**config.mk**
```make
export PLATFORM = sky130hd
export DESIGN_NAME = etr_front
export DESIGN_NICKNAME = d
export VERILOG_FILES = /design/src/etr_pkg.sv /design/src/etr_front.sv
export VERILOG_INCLUDE_DIRS = /design/src /design/src/src
export SDC_FILE = /design/constraint.sdc
export NUM_CORES = 1
export LEC_CHECK = 0
export BUFFER_PORTS_ARGS = -buffer_cell sky130_fd_sc_hd__buf_2
export CAP_MARGIN = 20
export CORE_ASPECT_RATIO = 1.1
export CORE_MARGIN = 2
export CORE_UTILIZATION = 50
export DETAILED_ROUTE_END_ITERATION = 6
export GPL_ROUTABILITY_DRIVEN = 0
export PLACE_DENSITY = 0.75
export SLEW_MARGIN = 20
export SYNTH_ARGS = -nofsm -noshare
export SYNTH_HDL_FRONTEND = slang
export SYNTH_SLANG_ARGS = --single-unit
```
**constraint.sdc**
```tcl
create_clock -name clk_i -period 5.71 [get_ports clk_i]
set_clock_uncertainty 0.2 [all_clocks]
set_input_delay 1.142 -clock clk_i [delete_from_list [all_inputs] [get_ports clk_i]]
set_output_delay 1.142 -clock clk_i [all_outputs]
set_load 0.01 [all_outputs]
```
**src/execution_trace_recorder_top_macros.svh**
```systemverilog
// Assertion macros for the execution trace recorder.
// Included by every RTL file that carries concurrent assertions.
`ifndef EXECUTION_TRACE_RECORDER_TOP_MACROS_SVH
`define EXECUTION_TRACE_RECORDER_TOP_MACROS_SVH
`ifndef SYNTHESIS
// Property must hold at every rising clock edge outside reset.
`define ETR_ASSERT(lbl, clk, rst_n, prop) \
  lbl: assert property (@(posedge clk) disable iff (!rst_n) prop) \
    else $error("execution trace recorder: assertion failed");
// Expression must never be true outside reset.
`define ETR_ASSERT_NEVER(lbl, clk, rst_n, expr) \
  `ETR_ASSERT(lbl, clk, rst_n, !(expr))
`else
`define ETR_ASSERT(lbl, clk, rst_n, prop)
`define ETR_ASSERT_NEVER(lbl, clk, rst_n, expr)
`endif
`endif

```
**src/etr_pkg.sv**
```systemverilog
// Shared types, constants and record helpers of the execution trace recorder.
// No dependencies; used by every module of the block except etr_ram.
`default_nettype none

package etr_pkg;

  // Sizing (ring depth must be a power of two)
  localparam int RING_DEPTH   = 256;
  localparam int RING_AW      = $clog2(RING_DEPTH);
  localparam int THREAD_SLOTS = 8;
  localparam int TID_W        = $clog2(THREAD_SLOTS + 1);
  localparam int TIDX_W       = (THREAD_SLOTS > 1) ? $clog2(THREAD_SLOTS) : 1;
  localparam int QUEUE_DEPTH  = 2;
  localparam int QPTR_W       = (QUEUE_DEPTH > 1) ? $clog2(QUEUE_DEPTH) : 1;
  localparam int QCNT_W       = $clog2(QUEUE_DEPTH + 1);
  localparam int PTR_EXT_W    = 16;

  // Event kinds
  localparam logic [2:0] KIND_THREAD_ENTER = 3'd0;
  localparam logic [2:0] KIND_THREAD_EXIT  = 3'd1;
  localparam logic [2:0] KIND_IRQ_ENTER    = 3'd2;
  localparam logic [2:0] KIND_IRQ_EXIT     = 3'd3;
  localparam logic [2:0] KIND_HANDLER      = 3'd4;
  localparam logic [2:0] KIND_ARM          = 3'd5;
  localparam logic [2:0] KIND_READ         = 3'd6;
  localparam logic [2:0] KIND_IGNORE       = 3'd7;

  // Record entity kinds
  localparam logic [1:0] REC_IRQ     = 2'd0;
  localparam logic [1:0] REC_THREAD  = 2'd1;
  localparam logic [1:0] REC_HANDLER = 2'd2;

  // Stop reasons
  localparam logic [1:0] STOP_PREEMPT = 2'd0;
  localparam logic [1:0] STOP_BLOCK   = 2'd1;
  localparam logic [1:0] STOP_YIELD   = 2'd2;
  localparam logic [1:0] STOP_EXIT    = 2'd3;

  // Thread states with a dedicated reason
  localparam logic [3:0] TSTATE_READY     = 4'd0;
  localparam logic [3:0] TSTATE_COMPLETED = 4'd1;
  localparam logic [3:0] TSTATE_TERMINATED = 4'd2;
  localparam logic [3:0] TSTATE_YIELDED   = 4'd4;

  localparam logic [15:0] DUR_MAX = 16'hFFFF;

  // Classified event word between front and back
  typedef struct packed {
    logic [2:0]  kind;
    logic [31:0] time_us;
    logic [13:0] ident;
    logic [1:0]  reason;
    logic [31:0] duration;
    logic [7:0]  read_index;
    logic [8:0]  read_max;
  } cmd_t;

  function automatic logic [1:0] stop_reason(input logic [3:0] st);
    logic [1:0] r;
    case (st)
      TSTATE_READY:      r = STOP_PREEMPT;
      TSTATE_YIELDED:    r = STOP_YIELD;
      TSTATE_COMPLETED:  r = STOP_EXIT;
      TSTATE_TERMINATED: r = STOP_EXIT;
      default:           r = STOP_BLOCK;
    endcase
    return r;
  endfunction

  function automatic logic [15:0] sat16(input logic [31:0] d);
    return (d[31:16] != 16'd0) ? DUR_MAX : d[15:0];
  endfunction

  function automatic logic [63:0] pack_record(input logic [1:0]  rk,
                                              input logic [13:0] id,
                                              input logic [7:0]  info,
                                              input logic [31:0] start,
                                              input logic [15:0] dur);
    return {dur, start[23:0], info, rk, id};
  endfunction

endpackage

`default_nettype wire

```
**src/etr_front.sv**
```systemverilog
// Front end: accepts events, maps thread handles to ids, classifies words.
// Depends on etr_pkg and the assertion macro header.
`default_nettype none
`include "execution_trace_recorder_top_macros.svh"

module etr_front import etr_pkg::*; (
  input  wire logic        clk_i,
  input  wire logic        rst_ni,
  input  wire logic        in_valid_i,
  output logic             in_ready_o,
  input  wire logic [2:0]  kind_i,
  input  wire logic [31:0] time_us_i,
  input  wire logic [31:0] thread_handle_i,
  input  wire logic [3:0]  thread_state_i,
  input  wire logic [13:0] ident_i,
  input  wire logic [31:0] interval_duration_i,
  input  wire logic [7:0]  read_index_i,
  input  wire logic [8:0]  read_max_i,
  output logic             q_push_o,
  output cmd_t             q_cmd_o,
  input  wire logic        q_full_i
);

  logic [31:0]       table_q [THREAD_SLOTS];
  logic [TID_W-1:0]  used_q;
  logic [TID_W-1:0]  used_d;
  logic              found;
  logic [TID_W-1:0]  hit_id;
  logic              alloc;
  logic              mapped;
  logic [TID_W-1:0]  map_id;
  logic              accept;

  assign in_ready_o = !q_full_i;
  assign accept     = in_valid_i && !q_full_i;
  assign q_push_o   = accept;

  // Handle lookup over the filled slots
  always_comb begin
    found  = 1'b0;
    hit_id = '0;
    for (int i = 0; i < THREAD_SLOTS; i++) begin
      if (!found && (TID_W'(i) < used_q) && (table_q[i] == thread_handle_i)) begin
        found  = 1'b1;
        hit_id = TID_W'(i + 1);
      end
    end
  end

  // Id assignment: existing slot, new slot, or none
  always_comb begin
    alloc  = 1'b0;
    mapped = 1'b0;
    map_id = hit_id;
    if (thread_handle_i != 32'd0) begin
      if (found) begin
        mapped = 1'b1;
      end else if (used_q < TID_W'(THREAD_SLOTS)) begin
        alloc  = 1'b1;
        mapped = 1'b1;
        map_id = used_q + TID_W'(1);
      end
    end
  end

  // Classified word; an unmapped thread exit becomes a no-op
  always_comb begin
    q_cmd_o.kind       = kind_i;
    q_cmd_o.time_us    = time_us_i;
    q_cmd_o.ident      = ident_i;
    q_cmd_o.reason     = stop_reason(thread_state_i);
    q_cmd_o.duration   = interval_duration_i;
    q_cmd_o.read_index = read_index_i;
    q_cmd_o.read_max   = read_max_i;
    if (kind_i == KIND_THREAD_EXIT) begin
      q_cmd_o.ident = 14'(map_id);
      if (!mapped) begin
        q_cmd_o.kind = KIND_IGNORE;
      end
    end
  end

  assign used_d = (accept && (kind_i == KIND_THREAD_EXIT) && alloc) ?
                  used_q + TID_W'(1) : used_q;

  always_ff @(posedge clk_i or negedge rst_ni) begin
    if (!rst_ni) begin
      used_q <= '0;
    end else begin
      used_q <= used_d;
    end
  end

  // Table entries carry no reset; only slots below the fill count are matched
  always_ff @(posedge clk_i) begin
    if (accept && (kind_i == KIND_THREAD_EXIT) && alloc) begin
      table_q[used_q[TIDX_W-1:0]] <= thread_handle_i;
    end
  end

  `ETR_ASSERT(a_used_bound, clk_i, rst_ni, used_q <= TID_W'(THREAD_SLOTS))

endmodule

`default_nettype wire

```
==> results.py <==
metrics = {
    "critical_path": {
        "cp_slowest_cell": "nor4_1",
        "end_kind": "output pin",
        "r2r_slack_ns": 1.86,
        "required_ns": 4.37,
        "cp.arrival_ns": 4.05,
        "crit_chain": "buf_2 > xor2_1 > nor4_1 > nand4_1 > or3_1 > and3_1 > a41oi_1 > o21bai_1 > buf_2",
        "reg2regPathDepth": 9,
        "timing.rr.end": "table_q[6][17]$_DFFE_PP_",
        "crit_type": "input pin to output pin",
        "max_stage_delay_ns": 0.74,
        "path_max_fanout": 18,
        "cp-start-kind": "input pin",
        "cpLargestDelayFamily": "simple AND/OR/NAND/NOR gates",
        "critPathMostFrequentCell": "buf_2",
        "timing.rr.start": "used_q[0]$_DFFE_PN0P_",
        "critPathBufInv": 2,
    },
    "yosys": {
        "synth_flop_cell": "edfxtp_1",
        "synth.avg_cell_area_um2": 13.9,
        "synth_top_area_share_pct": 61.6,
        "syn_inst": 896,
        "synth_edf_count": 256,
        "seq_area_frac_synth_pct": 62.4,
        "synth_cell_types": 50,
        "synthesis.area_mm2": 0.0125,
        "async_reset_ff_share_pct": 1.54,
        "synth_top_cell_by_area": "edfxtp_1",
        "synth_area_leaders": "edfxtp_1 (62%), xor2_1 (10%), xnor2_1 (8.2%)",
        "yosysWarnings": 0,
        "syn_nets": 1036,
        "synth-seq-cells": 260,
    },
    "timing": {
        "slew_headroom_pct": 46.0,
        "fin_crit_sh_pct": 94.5,
        "finalHoldViolCount": 0,
        "post-route-min-period_ns": 5.40,
        "setup_slack_ns": 0.314,
        "rsz0062_at_grt": "false",
        "setup-violations-final": 0,
        "clock.fmax_ghz": 0.185,
        "slew_violations": 0,
        "worstMarginPinSlew_ns": 0.802,
    },
    "pwr": {
        "power_density_mw_per_mm2": 313,
        "p_leak_nw": 4.40,
        "power_mw": 4.22,
        "ir_worst_vdd_v": 0.000268,
    },
    "clock_network": {
        "clock_latency_ns": 0.53,
        "htree_levels": 1,
        "clkTransAtPathRegs_ns": 0.07,
        "clk_path_buf_depth": 3,
        "hold_buffers": 0,
        "cts_resized": 0,
        "cts_setup_buffers": 0,
        "cts_root_buf": "clkbuf_16",
        "numClockSinks": 260,
        "cts_tree": "yes",
        "cts_made_buffers": 26,
    },
    "status": {
        "status": "finished, final reports clean",
    },
    "layout": {
        "drive_above_1_share_pct": 17.2,
        "antenna_cells": 0,
        "area_growth_pct": 8.21,
        "nNetsFinal": 1049,
    },
    "global_route": {
        "track_usage_pct": 25.8,
        "grt_pass1_wl_mm": 49.0,
        "grt-ovfl-total": 0,
        "antenna_found_initial": 1,
        "grt_max_degree": 33,
        "grt_pass1_vias": 7176,
    },
    "drt": {
        "drcViolationCount": 0,
        "initialDrtViolationCount": 1030,
        "wl_per_cell_um": 27.6,
        "routed_wl_mm": 34.2,
        "dr.pass1.iters": 6,
        "avgViaCountPerCell": 6.00,
        "antenna_left": 0,
        "vias": 7430,
    },
    "floorplan": {
        "coreArea_mm2": 0.0245,
        "die_w_um": 155,
        "initial_core_util_pct": 51.0,
        "ios": 240,
        "rows": 60,
        "chipHeight_um": 170,
        "die_area_mm2": 0.0262,
    },
    "placement": {
        "dp_slack_ns": 0.513,
        "dp_hpwl_mm": 24.2,
        "io_buffer_count": 77,
    },
    "worst_hold_path": {
        "worstHoldPathType": "input pin to asynchronous set/reset pin",
    },
    "run": {
        "drv_cap": 0,
    },
}
how the worst max path moves through the flow:
stage | start | end | cells after the start
3_3_place_gp | thread_handle_i[26] | q_cmd_o[99] | 9
6_report | thread_handle_i[18] | q_cmd_o[99] | 9
2_1_floorplan | thread_handle_i[17] | table_q[2][0]$_DFFE_PP_ | 10
5_1_grt | thread_handle_i[18] | q_cmd_o[99] | 9
3_5_place_dp | thread_handle_i[27] | q_cmd_o[99] | 9
4_1_cts | thread_handle_i[27] | q_cmd_o[99] | 9
kinds of logic after synthesis:
logic type / Yosys count / synth area share, %
flip-flops: 260 / 62.4
buffers and inverters: 125 / 6.92
multiplexers: 1 / 0.0903
XOR/XNOR: 263 / 18.5
AND/OR/NAND/NOR: 219 / 10.4
adder cells (fa/ha/maj): 2 / 0.201
AO/OA/AOI/OAI: 26 / 1.47
placed cells by master, fill, tap and decap left out, types with 16 or more instances in the layout:
| cell | synthesis | layout |
|---|---|---|
| nor2_1 | 21 | 20 |
| xnor2_1 | 117 | 117 |
| nor4_1 | 65 | 63 |
| xor2_1 | 146 | 146 |
| buf_2 | 27 | 77 |
| nand2_1 | 16 | 16 |
| clkbuf_16 | 0 | 27 |
| buf_4 | 84 | 30 |
| nand4_1 | 50 | 50 |
| edfxtp_1 | 256 | 256 |
cells in the mapped netlist, types with 6 or more instances:
master / instances
and2_1: 14
buf_2: 27
buf_4: 84
buf_6: 6
edfxtp_1: 256
nand2_1: 16
nand3_1: 10
nand4_1: 50
nor2_1: 21
nor3_1: 15
nor4_1: 65
o21ai_0: 7
xnor2_1: 117
xor2_1: 146
routing by layer:
layer	share of wire (%)	wire length [um]	track usage, %	up-vias
met1	36	12500	32.7	3598
met5	0	0	0.571	-
met2	48	16300	42.2	514
met3	11	3790	6.00	98
li1	-	-	-	3220
met4	4.8	1640	12.1	0
layout make-up:
type                       count  area [um2]
fill                        1968       11000
inverter                       3        11.3
multi-input combinational    511        3870
sequential                   260        7790
tap                          310         388
clock inverter                16         138
clock buffer                  32         694
timing repair buffer         107         611
stage by stage:
step                setup TNS (ns)  util, %  std cells  instance area, um2  hold WS [ns]
global placement                 0     51.7       1191               12700         0.512
CTS                              0     55.1       1239               13500         0.188
floorplan                   -45.16        -        896               12500         0.415
detailed placement               0     51.7       1191               12700         0.545
finish                           0     55.1       1239               13500         0.203
global route                     0     55.1       1239               13500         0.191
registers in the layout (all words and copies together), names as in the netlist:
signal   count
table_q    256
used_q       4
power breakdown:
group / switching (mW) / total, mW / internal (mW) / leakage, nW
registers: 0.0417 / 2.16 / 2.12 / 2.35
logic: 0.256 / 0.387 / 0.131 / 1.63
clock network: 0.715 / 1.67 / 0.957 / 0.407
total: 1.01 / 4.22 / 3.21 / 4.40
worst reg2reg max path: cells and delay by family, from the launching register on:
kind                       cells  cell delay (ns)
AOI/OAI and AO/OA              1             0.48
buffers and inverters          2             0.68
DFF                            1             0.52
and+or+nand+nor                5             1.25
adders and majority gates      1             0.33
Power figures use the tool's default switching activity.
