<file path="config.mk">
export PLATFORM = sky130hd
export DESIGN_NAME = etr_queue
export DESIGN_NICKNAME = d
export VERILOG_FILES = /design/src/etr_pkg.sv /design/src/etr_queue.sv
export VERILOG_INCLUDE_DIRS = /design/src /design/src/src
export SDC_FILE = /design/constraint.sdc
export NUM_CORES = 1
export LEC_CHECK = 0
export CORE_MARGIN = 2
export CORE_UTILIZATION = 60
export DETAILED_ROUTE_END_ITERATION = 7
export DONT_BUFFER_PORTS = 1
export GPL_TIMING_DRIVEN = 0
export PLACE_DENSITY = 0.81
export RECOVER_POWER = 50
export SYNTH_ARGS = -nofsm -noshare
export SYNTH_HDL_FRONTEND = slang
export SYNTH_SLANG_ARGS = --single-unit
</file>
<file path="constraint.sdc">
create_clock -name clk_i -period 10.5 [get_ports clk_i]
set_input_delay 0 -clock clk_i [delete_from_list [all_inputs] [get_ports clk_i]]
set_output_delay 0 -clock clk_i [all_outputs]
set_load 0.01 [all_outputs]
</file>
<file path="src/execution_trace_recorder_top_macros.svh">
// Assertion macros for the execution trace recorder.
// Included by every RTL file that carries concurrent assertions.
`ifndef EXECUTION_TRACE_RECORDER_TOP_MACROS_SVH
`define EXECUTION_TRACE_RECORDER_TOP_MACROS_SVH
`ifndef SYNTHESIS
// Property must hold at every rising clock edge outside reset.
`define ETR_ASSERT(lbl, clk, rst_n, prop) \
  lbl: assert property (@(posedge clk) disable iff (!rst_n) prop) \
    else $error("execution trace recorder: assertion failed");
// Expression must never be true outside reset.
`define ETR_ASSERT_NEVER(lbl, clk, rst_n, expr) \
  `ETR_ASSERT(lbl, clk, rst_n, !(expr))
`else
`define ETR_ASSERT(lbl, clk, rst_n, prop)
`define ETR_ASSERT_NEVER(lbl, clk, rst_n, expr)
`endif
`endif

</file>
<file path="src/etr_pkg.sv">
// Shared types, constants and record helpers of the execution trace recorder.
// No dependencies; used by every module of the block except etr_ram.
`default_nettype none

package etr_pkg;

  // Sizing (ring depth must be a power of two)
  localparam int RING_DEPTH   = 256;
  localparam int RING_AW      = $clog2(RING_DEPTH);
  localparam int THREAD_SLOTS = 8;
  localparam int TID_W        = $clog2(THREAD_SLOTS + 1);
  localparam int TIDX_W       = (THREAD_SLOTS > 1) ? $clog2(THREAD_SLOTS) : 1;
  localparam int QUEUE_DEPTH  = 2;
  localparam int QPTR_W       = (QUEUE_DEPTH > 1) ? $clog2(QUEUE_DEPTH) : 1;
  localparam int QCNT_W       = $clog2(QUEUE_DEPTH + 1);
  localparam int PTR_EXT_W    = 16;

  // Event kinds
  localparam logic [2:0] KIND_THREAD_ENTER = 3'd0;
  localparam logic [2:0] KIND_THREAD_EXIT  = 3'd1;
  localparam logic [2:0] KIND_IRQ_ENTER    = 3'd2;
  localparam logic [2:0] KIND_IRQ_EXIT     = 3'd3;
  localparam logic [2:0] KIND_HANDLER      = 3'd4;
  localparam logic [2:0] KIND_ARM          = 3'd5;
  localparam logic [2:0] KIND_READ         = 3'd6;
  localparam logic [2:0] KIND_IGNORE       = 3'd7;

  // Record entity kinds
  localparam logic [1:0] REC_IRQ     = 2'd0;
  localparam logic [1:0] REC_THREAD  = 2'd1;
  localparam logic [1:0] REC_HANDLER = 2'd2;

  // Stop reasons
  localparam logic [1:0] STOP_PREEMPT = 2'd0;
  localparam logic [1:0] STOP_BLOCK   = 2'd1;
  localparam logic [1:0] STOP_YIELD   = 2'd2;
  localparam logic [1:0] STOP_EXIT    = 2'd3;

  // Thread states with a dedicated reason
  localparam logic [3:0] TSTATE_READY     = 4'd0;
  localparam logic [3:0] TSTATE_COMPLETED = 4'd1;
  localparam logic [3:0] TSTATE_TERMINATED = 4'd2;
  localparam logic [3:0] TSTATE_YIELDED   = 4'd4;

  localparam logic [15:0] DUR_MAX = 16'hFFFF;

  // Classified event word between front and back
  typedef struct packed {
    logic [2:0]  kind;
    logic [31:0] time_us;
    logic [13:0] ident;
    logic [1:0]  reason;
    logic [31:0] duration;
    logic [7:0]  read_index;
    logic [8:0]  read_max;
  } cmd_t;

  function automatic logic [1:0] stop_reason(input logic [3:0] st);
    logic [1:0] r;
    case (st)
      TSTATE_READY:      r = STOP_PREEMPT;
      TSTATE_YIELDED:    r = STOP_YIELD;
      TSTATE_COMPLETED:  r = STOP_EXIT;
      TSTATE_TERMINATED: r = STOP_EXIT;
      default:           r = STOP_BLOCK;
    endcase
    return r;
  endfunction

  function automatic logic [15:0] sat16(input logic [31:0] d);
    return (d[31:16] != 16'd0) ? DUR_MAX : d[15:0];
  endfunction

  function automatic logic [63:0] pack_record(input logic [1:0]  rk,
                                              input logic [13:0] id,
                                              input logic [7:0]  info,
                                              input logic [31:0] start,
                                              input logic [15:0] dur);
    return {dur, start[23:0], info, rk, id};
  endfunction

endpackage

`default_nettype wire

</file>
<file path="src/etr_queue.sv">
// Short FIFO of classified event words between front and back.
// Depends on etr_pkg and the assertion macro header.
`default_nettype none
`include "execution_trace_recorder_top_macros.svh"

module etr_queue import etr_pkg::*; (
  input  wire logic clk_i,
  input  wire logic rst_ni,
  input  wire logic push_i,
  input  cmd_t      push_data_i,
  output logic      full_o,
  input  wire logic pop_i,
  output cmd_t      pop_data_o,
  output logic      empty_o
);

  cmd_t              slot_q [QUEUE_DEPTH];
  logic [QPTR_W-1:0] wr_ptr_q;
  logic [QPTR_W-1:0] rd_ptr_q;
  logic [QCNT_W-1:0] count_q;
  logic              do_push;
  logic              do_pop;

  assign full_o     = (count_q == QCNT_W'(QUEUE_DEPTH));
  assign empty_o    = (count_q == '0);
  assign do_push    = push_i && !full_o;
  assign do_pop     = pop_i && !empty_o;
  assign pop_data_o = slot_q[rd_ptr_q];

  // Pointers and fill count
  always_ff @(posedge clk_i or negedge rst_ni) begin
    if (!rst_ni) begin
      wr_ptr_q <= '0;
      rd_ptr_q <= '0;
      count_q  <= '0;
    end else begin
      if (do_push) begin
        wr_ptr_q <= (wr_ptr_q == QPTR_W'(QUEUE_DEPTH - 1)) ? '0 : wr_ptr_q + QPTR_W'(1);
      end
      if (do_pop) begin
        rd_ptr_q <= (rd_ptr_q == QPTR_W'(QUEUE_DEPTH - 1)) ? '0 : rd_ptr_q + QPTR_W'(1);
      end
      if (do_push && !do_pop) begin
        count_q <= count_q + QCNT_W'(1);
      end else if (do_pop && !do_push) begin
        count_q <= count_q - QCNT_W'(1);
      end
    end
  end

  always_ff @(posedge clk_i) begin
    if (do_push) begin
      slot_q[wr_ptr_q] <= push_data_i;
    end
  end

  `ETR_ASSERT(a_count_bound, clk_i, rst_ni, count_q <= QCNT_W'(QUEUE_DEPTH))
  `ETR_ASSERT_NEVER(a_pop_empty, clk_i, rst_ni, pop_i && empty_o)

endmodule

`default_nettype wire

</file>
==> results_dict.tcl, run 1 <==
set metrics [dict create \
    required_ns 10.50 \
    antenna_found_initial 0 \
    fill_cells 733 \
    p_clk_frac 0.257 \
    fin_skew_ns 0.00765 \
    ctsResizeCount 0 \
    synth-edff-count 200 \
    syn_to_final_growth_pct 22.5 \
    grt_max_degree 66 \
    crit_path_max_fanout 10 \
    yosysTopAreaCellShare 0.764 \
    holdPathStages 1 \
    setup_violations 0 \
    fin_ws_ns 8.09 \
    p_sw_frac 0.291 \
    timing.rr.end "slot_q[0][27]" \
    cts_buffer_depth 3 \
    rows 41 \
    p_seq_frac 0.452 \
    drc 0 \
    power.total_mw 2.58 \
    outcome "complete, no violations" \
    cts_tree "done" \
    crit_family "buffers and inverters" \
    slew_headroom 0.476 \
    post-route-period-util 0.229 \
    max_freq_mhz 415 \
    synth.largest_area_cell "edfxtp_1" \
    initial_core_util 0.618 \
    synth_area_mm2 0.00786 \
    synthFlopType "edfxtp_1" \
    vdd_ir_drop_max_mv 0.209 \
    ant_nets 0 \
    grt_pass1_vias 3824 \
    synth_common_cells "edfxtp_1 (200), mux2_4 (90), mux2_2 (10)" \
    r2r_cells 5 \
    ys.warnings.count 0 \
    switchingPower_uw 751 \
    drive_gt1_frac 0.211 \
    fp.dieH_um 118 \
    syn-num-nets 435 \
    vias 3560 \
    io_buffers 0 \
    hold-path-endpoint "slot_q[1][81]" \
    start_kind "register" \
    pre_cts_slack_ns 8.48 \
    gr-usage-all-layers 0.207 \
    leakagePower_nw 3.44 \
    hold_class "input pin to register" \
    path_cells "clkbuf_1, clkbuf_1, mux2_1" \
    worst_skew_pair.late_latency_ns 0.48 \
    power.density_mw_per_mm2 268 \
    syn_avg_cell_area_um2 23.8 \
    chipWidth_um 118 \
    report.final.slew_viol_count 0 \
    postLayoutCellArea_mm2 0.00963 \
    tightestPinTransition_ns 0.787 \
    cts.sinks 204 \
    reg2reg_slack_ns 8.42 \
    placed_cells 507 \
    internal-power_mw 1.83 \
    synthCells 330 \
    synth_top_cells_by_area "edfxtp_1 (76%), mux2_4 (17%), buf_12 (2.3%)" \
    dr.pass1.iters 4 \
    max_stage_delay_ns 0.65 \
    final_net_count 566 \
    critPathSlowestCell "clkbuf_1" \
    synth_async_sr_flop_share 0.0196 \
    io_pins 206 \
    hpwl_um 8570 \
    rsz0062_at_grt "no" \
    yosys.cell_count.top_type "edfxtp_1" \
    path_class "register to output pin" \
    yosysUniqueCellTypes 16 \
    drtIter0Drc 309 \
    finalNonFillerCells 646 \
    share_comb_of_total_power 0.290 \
    drt-total-wl_um 14900 \
    tns_ns 0 \
    r2r-start "count_q[0]" \
    crit_buf_inv 2 \
    cpMostUsedCell "clkbuf_1" \
    worstPathArrival_ns 2.41 \
    post-route-util 0.757 \
    overflow 0 \
    grt_pass1_wl_um 22300 \
    post_dp_cell_area_mm2 0.00822 \
    synth_seq_cells 204 \
    path_clk_slew_ns 0.06 \
    numCtsBuffers 20 \
    cts_setup_buffers 0 \
    hold_viol_final 0 \
    period_needed_ns 2.41 \
    hold_ws_ns 0.0523 \
    holdCritStartpoint "push_i" \
    synth_seq_area_share 0.777 \
    cts_max_level 1 \
    cts_hold_buf 104 \
    antenna_cells 0 \
    cap_violations 0 \
    cts-root-buf "clkbuf_16" \
    gp_congestion 0.651 \
    post_drt_wl_per_cell_um 23.1 \
    viasPerCell 5.51 \
    dieArea_mm2 0.0140 \
    core_mm2 0.0127 \
    crit_path_end_kind "output pin" \
]
[how the worst max path moves through the flow]
stage,startpoint,end,slack (ns),cells past startpoint
2_1_floorplan,count_q[0],slot_q[0][0],5.13,3
3_3_place_gp,count_q[0],slot_q[0][50],3.19,3
3_5_place_dp,count_q[0],slot_q[0][95],8.48,5
4_1_cts,count_q[0],slot_q[0][92],8.46,5
5_1_grt,rd_ptr_q,pop_data_o[89],7.90,3
6_report,rd_ptr_q,pop_data_o[60],8.09,3
[kinds of logic (layout without fill, tap and decap cells)]
group           after synthesis  in the layout  synth area share
xor+xnor                      5              5           0.00557
buf+inv                      13            157            0.0259
mux                         100            100             0.186
compound gates                1              1          0.000636
flops                       204            204             0.777
fa+ha+maj                     1              1           0.00159
simple gates                  6              6           0.00350
[worst register-to-register path, delay by kind of cell (launching register included)]
family,cells,cell delay [ns]
simple gates,3,0.85
flops,1,0.44
buf+inv,2,0.47
[layout by cell type (no fill, tap or decap), types with 2 or more instances in the layout]
master,synthesis,routed
dfrtp_1,4,4
clkinv_2,0,5
mux2_2,10,2
mux2_4,90,62
xnor2_1,3,3
buf_12,9,2
clkbuf_1,0,14
clkinv_1,0,3
clkbuf_16,0,21
nor2_1,3,2
dlygate4sd3_1,0,104
inv_1,2,2
buf_16,0,4
mux2_1,0,36
edfxtp_1,200,200
xor2_1,2,2
[sequential cells by signal, summed over array words and instances, names as in the netlist]
signal    count
wr_ptr_q      1
slot_q      200
rd_ptr_q      1
count_q       2
[power groups by stage]
stage / sequential (mW) / combinational, mW / clock [mW]
floorplan: 1.19 / 0.670 / 0
global placement: 1.21 / 0.772 / 0
detailed placement: 1.18 / 0.829 / 0
CTS: 1.16 / 0.868 / 0.673
global route: 1.18 / 0.789 / 0.708
finish: 1.17 / 0.749 / 0.664
[cell type report]
class | instances | area [um2] | share of cell area
Buffer | 11 | 57.6 | 0.00598
Clock buffer | 25 | 541 | 0.0561
Tap cell | 172 | 215 | 0.0223
Multi-Input combinational cell | 113 | 1460 | 0.152
Sequential cell | 204 | 6110 | 0.634
Clock inverter | 10 | 73.8 | 0.00766
Timing Repair Buffer | 109 | 1170 | 0.122
Inverter | 2 | 7.51 | 0.000779
[metal layers]
layer	vias up	routed length [um]	global-route usage
met2	176	7840	0.373
met4	0	240	0.0491
met1	1799	5830	0.254
met3	21	992	0.0473
li1	1564	-	-
met5	-	0	0
Power figures use the tool's default switching activity.
==> run 2: changes to the inputs <==
--- a/config.mk
+++ b/config.mk
@@ -6,6 +6,7 @@
 export SDC_FILE = /design/constraint.sdc
 export NUM_CORES = 1
 export LEC_CHECK = 0
+export ABC_AREA = 1
 export CORE_MARGIN = 2
 export CORE_UTILIZATION = 60
 export DETAILED_ROUTE_END_ITERATION = 7
==> constraint.sdc (replaced) <==
create_clock -name clk_i -period 2.3 [get_ports clk_i]
set_input_delay 0 -clock clk_i [delete_from_list [all_inputs] [get_ports clk_i]]
set_output_delay 0 -clock clk_i [all_outputs]
set_load 0.01 [all_outputs]
==> results_dict.tcl, run 2 <==
set metrics [dict create \
    tightestPinTransition_ns 0.750 \
    synth_area_mm2 0.00759 \
    ctsResizeCount 0 \
    report.final.slew_viol_count 0 \
    vias 4626 \
    grt_max_degree 39 \
    max_freq_mhz 463 \
    chipWidth_um 116 \
    synth_seq_cells 204 \
    synth.largest_area_cell "edfxtp_1" \
    drc 0 \
    path_cells "o21ai_0, nor2_1, clkbuf_4" \
    yosys.cell_count.top_type "nand2_1" \
    io_pins 206 \
    cts_buffer_depth 3 \
    synth_top_cells_by_area "edfxtp_1 (79%), nand2_1 (15%), buf_6 (2.7%)" \
    cts_max_level 1 \
    synth_async_sr_flop_share 0.0196 \
    ant_nets 0 \
    io_buffers 0 \
    max_stage_delay_ns 0.58 \
    rsz0062_at_grt "no" \
    viasPerCell 5.31 \
    crit_buf_inv 1 \
    grt_pass1_wl_um 23300 \
    post_drt_wl_per_cell_um 18.7 \
    synthCells 554 \
    leakagePower_nw 3.74 \
    cap_violations 0 \
    core_mm2 0.0125 \
    drive_gt1_frac 0.0761 \
    yosysUniqueCellTypes 15 \
    post-route-util 0.764 \
    numCtsBuffers 20 \
    fin_skew_ns 0.00691 \
    drtIter0Drc 348 \
    crit_family "buffers and inverters" \
    required_ns 2.41 \
    rows 41 \
    path_clk_slew_ns 0.06 \
    gp_congestion 0.769 \
    layout_common_cells "nand2_1 (308), edfxtp_1 (200), dlygate4sd3_1 (104)" \
    worstPathArrival_ns 2.27 \
    setup_violations 0 \
    postLayoutCellArea_mm2 0.00953 \
    synth_common_cells "nand2_1 (309), edfxtp_1 (200), buf_6 (18)" \
    hold_class "input pin to register" \
    syn_avg_cell_area_um2 13.7 \
    cts-root-buf "clkbuf_16" \
    path_class "register to register" \
    gr-usage-all-layers 0.229 \
    critPathSlowestCell "clkbuf_4" \
    synth-edff-count 200 \
    initial_core_util 0.609 \
    top_register "slot_q" \
    crit_path_end_kind "register" \
    antenna_found_initial 3 \
    cts_setup_buffers 0 \
    slew_headroom 0.497 \
    period_needed_ns 2.16 \
    dr.pass1.iters 5 \
    hold_viol_final 0 \
    yosysTopAreaCellShare 0.791 \
    overflow 0 \
    crit_path_max_fanout 35 \
    final_net_count 791 \
    cts_tree "done" \
    syn_to_final_growth_pct 25.5 \
    layout.cells.most_common "nand2_1" \
    fp.dieH_um 116 \
    ys.warnings.count 0 \
    top_regs "slot_q (200), count_q (2)" \
    start_kind "register" \
    largest_reg_flops 200 \
    synth_seq_area_share 0.805 \
    post_dp_cell_area_mm2 0.00793 \
    outcome "complete, no violations" \
    dieArea_mm2 0.0136 \
    grt_pass1_vias 4592 \
    drt-total-wl_um 16300 \
    power.density_mw_per_mm2 1230 \
    synthFlopType "edfxtp_1" \
    syn-num-nets 659 \
    hpwl_um 8880 \
    post-route-period-util 0.940 \
    worst_skew_pair.late_latency_ns 0.48 \
    cts.sinks 204 \
    vdd_ir_drop_max_mv 0.944 \
]
-- run 2: logic make-up (layout without fill, tap and decap cells) --
| family | count (synthesis) | after routing | synth area share |
|---|---|---|---|
| compound gates | 2 | 2 | 0.00132 |
| fa+ha+maj | 1 | 1 | 0.00165 |
| other cells | 0 | 3 | 0 |
| simple gates | 316 | 316 | 0.157 |
| xor+xnor | 1 | 1 | 0.00115 |
| flops | 204 | 204 | 0.805 |
| buf+inv | 30 | 172 | 0.0340 |
-- run 2: timing repair --
action | in CTS | in global routing
endpoints found under the hold margin | 208 | 0
hold buffers | 104 | 0
endpoints found under the setup margin | 38 | 0
-- run 2: final cells by class --
cell class / count / area (um2)
timing repair buffer: 109 / 1130
timing repair inverter: 1 / 5.00
inverter: 8 / 33.8
fill: 685 / 2940
clock buffer: 26 / 544
antenna: 3 / 7.51
clock inverter: 6 / 22.5
multi-input combinational: 320 / 1240
sequential: 204 / 6110
buffer: 22 / 226
tap: 172 / 215
-- run 2: through the flow --
stage	hold WS, ns	instances	setup slack [ns]	TNS (ns)	power [mW]
final	0.173	871	0.138	0	11.7
after CTS	0.155	868	0.219	0	11.7
after detailed placement	-0.295	731	-0.0135	-0.426	8.69
after global placement	-0.295	726	-1.01	-183.27	8.53
after floorplan	-0.296	554	-0.257	-42.81	7.86
after global routing	0.152	870	0.0471	0	12.3
-- run 2: routing by layer --
layer | global-route usage | vias up | part of all wire
li1 | - | 2141 | -
met1 | 0.269 | 2190 | 0.36
met2 | 0.403 | 254 | 0.51
met3 | 0.0721 | 41 | 0.10
met4 | 0.0746 | 0 | 0.031
met5 | 0 | - | 0
-- run 2: final timing paths --
path / to / depth (start not counted) / slack [ns] / startpoint
hold reg to reg: wr_ptr_q / 2 / 0.50 / wr_ptr_q
hold / removal: slot_q[1][5] / 1 / 0.17 / push_data_i[5]
max in group asynchronous: wr_ptr_q / 2 / 1.80 / rst_ni
setup reg to reg: slot_q[1][48] / 3 / 0.14 / count_q[0]
min in group asynchronous: rd_ptr_q / 2 / 0.33 / rst_ni
setup / recovery: slot_q[1][48] / 3 / 0.14 / count_q[0]
-- run 2: power by group --
part / switching [mW] / internal, mW / leakage, nW
registers: 0.241 / 5.07 / 1.91
logic: 2.55 / 1.01 / 1.56
clock network: 1.24 / 1.65 / 0.274
total: 4.03 / 7.72 / 3.74
==> run 3: changes to the inputs <==
--- a/config.mk
+++ b/config.mk
@@ -7,12 +7,12 @@
 export NUM_CORES = 1
 export LEC_CHECK = 0
 export ABC_AREA = 1
+export BUFFER_PORTS_ARGS = -buffer_cell sky130_fd_sc_hd__buf_4
 export CORE_MARGIN = 2
-export CORE_UTILIZATION = 60
+export CORE_UTILIZATION = 52
 export DETAILED_ROUTE_END_ITERATION = 7
-export DONT_BUFFER_PORTS = 1
 export GPL_TIMING_DRIVEN = 0
-export PLACE_DENSITY = 0.81
+export PLACE_DENSITY = 0.84
 export RECOVER_POWER = 50
 export SYNTH_ARGS = -nofsm -noshare
 export SYNTH_HDL_FRONTEND = slang
==> results_dict.tcl, run 3 (same netlist as run 2, synthesis figures left out) <==
set metrics [dict create \
    outcome "complete, no violations" \
    ant_nets 0 \
    layout_common_cells "nand2_1 (308), edfxtp_1 (200), dlygate4sd3_1 (104)" \
    gr-usage-all-layers 0.241 \
    tightestPinTransition_ns 1.04 \
    power.density_mw_per_mm2 1230 \
    post_drt_wl_per_cell_um 17.4 \
    gp_congestion 0.763 \
    chipWidth_um 125 \
    cts.sinks 204 \
    period_needed_ns 2.08 \
    rows 44 \
    viasPerCell 5.02 \
    fp.dieH_um 125 \
    r2r_cells 7 \
    pre_cts_slack_ns 0.123 \
    grt_pass1_wl_um 29700 \
    overflow 0 \
    top_regs "slot_q (200), count_q (2)" \
    vdd_ir_drop_max_mv 0.754 \
    drc 0 \
    hold-path-endpoint "slot_q[0][69]" \
    largest_reg_flops 200 \
    cts_max_level 1 \
    worst_skew_pair.late_latency_ns 0.48 \
    path_clk_slew_ns 0.07 \
    fin_ws_ns 0.218 \
    drt-total-wl_um 19000 \
    initial_core_util 0.528 \
    dieArea_mm2 0.0156 \
    drive_gt1_frac 0.249 \
    dr.pass1.iters 4 \
    grt_pass1_vias 5931 \
    setup_violations 0 \
    timing.rr.end "slot_q[0][41]" \
    numCtsBuffers 21 \
    start_kind "register" \
    hpwl_um 10500 \
    post-route-util 0.766 \
    holdCritStartpoint "push_data_i[69]" \
    final_net_count 997 \
    cts_buffer_depth 3 \
    antenna_found_initial 2 \
    crit_path_max_fanout 43 \
    path_class "register to register" \
    hold_class "input pin to register" \
    cts_tree "done" \
    drtIter0Drc 291 \
    top_register "slot_q" \
    syn_to_final_growth_pct 45.0 \
    required_ns 2.52 \
    io_buffers 205 \
    grt_max_degree 44 \
    power.total_mw 13.5 \
    r2r-start "count_q[1]" \
    hold_viol_final 0 \
    post-route-period-util 0.905 \
    crit_path_end_kind "register" \
    rsz0062_at_grt "no" \
    holdPathStages 2 \
    io_pins 206 \
    reg2reg_slack_ns 0.22 \
    ctsResizeCount 0 \
    report.final.slew_viol_count 0 \
    cap_violations 0 \
    layout.cells.most_common "nand2_1" \
    worstPathArrival_ns 2.30 \
    core_mm2 0.0144 \
    vias 5482 \
    cts-root-buf "clkbuf_16" \
    max_freq_mhz 480 \
    leakagePower_nw 4.62 \
    slew_headroom 0.309 \
    fin_skew_ns 0.00845 \
]
-- run 3: changes by cell type in the layout (fill, tap and decap cells not counted), sizes merged --
| cell | delta |
|---|---|
| bufinv | +3 |
| diode | -1 |
| clkbuf | +114 |
| clkinv | +5 |
| inv | +1 |
| buf | +86 |
-- run 3: area by class of cell --
type	instances	area (um2)
Sequential cell	204	6110
Antenna cell	2	5.00
Fill cell	839	3360
Buffer	22	174
Clock inverter	15	149
Clock buffer	21	526
Inverter	8	33.8
Timing Repair inverter	1	5.00
Timing Repair Buffer	314	2540
Multi-Input combinational cell	320	1240
Tap cell	184	230
-- run 3: power breakdown --
part	internal [mW]	switching, mW	total [mW]
clock	2.00	1.36	3.36
sequential	5.06	0.238	5.30
combinational	2.00	2.87	4.87
-- run 3: worst max-delay path, cell delays in order (launching register included) --
cell	delay, ns
dfrtp_1	0.38
inv_1	0.09
nor2_1	0.21
nor2_2	0.08
nand2_2	0.13
clkinvlp_4	0.37
buf_12	0.32
buf_12	0.21
-- run 3: stage by stage --
stage               hold WS [ns]  TNS, ns  instances  instance area (um2)
floorplan                 -0.296   -42.81        554                 7620
global placement          -0.203  -194.78        943                 9390
detailed placement        -0.200        0        948                 9490
CTS                        0.225        0       1088                11200
global route               0.257        0       1091                11000
finish                     0.266        0       1091                11000
-- run 3: timing repair --
item,in CTS,in global routing
endpoints found under the setup margin,0,41
hold endpoints to repair,206,0
hold buffers,104,0
buffers inserted,0,0
-- run 3: worst max-delay path by stage --
stage	end	start	slack (ns)
6_report	slot_q[0][41]	count_q[1]	0.22
5_1_grt	slot_q[0][41]	count_q[1]	0.08
4_1_cts	slot_q[0][39]	count_q[1]	0.1
3_5_place_dp	slot_q[0][40]	count_q[1]	0.12
3_3_place_gp	slot_q[0][38]	count_q[1]	-1.04
2_1_floorplan	slot_q[0][0]	count_q[0]	-0.26
-- run 3: routing by layer --
metal | vias up | routed length, um | global-route usage
met5 | - | 0 | 0
met4 | 0 | 766 | 0.0972
met3 | 61 | 1120 | 0.0378
met2 | 263 | 10200 | 0.445
met1 | 2607 | 6910 | 0.279
li1 | 2551 | - | -
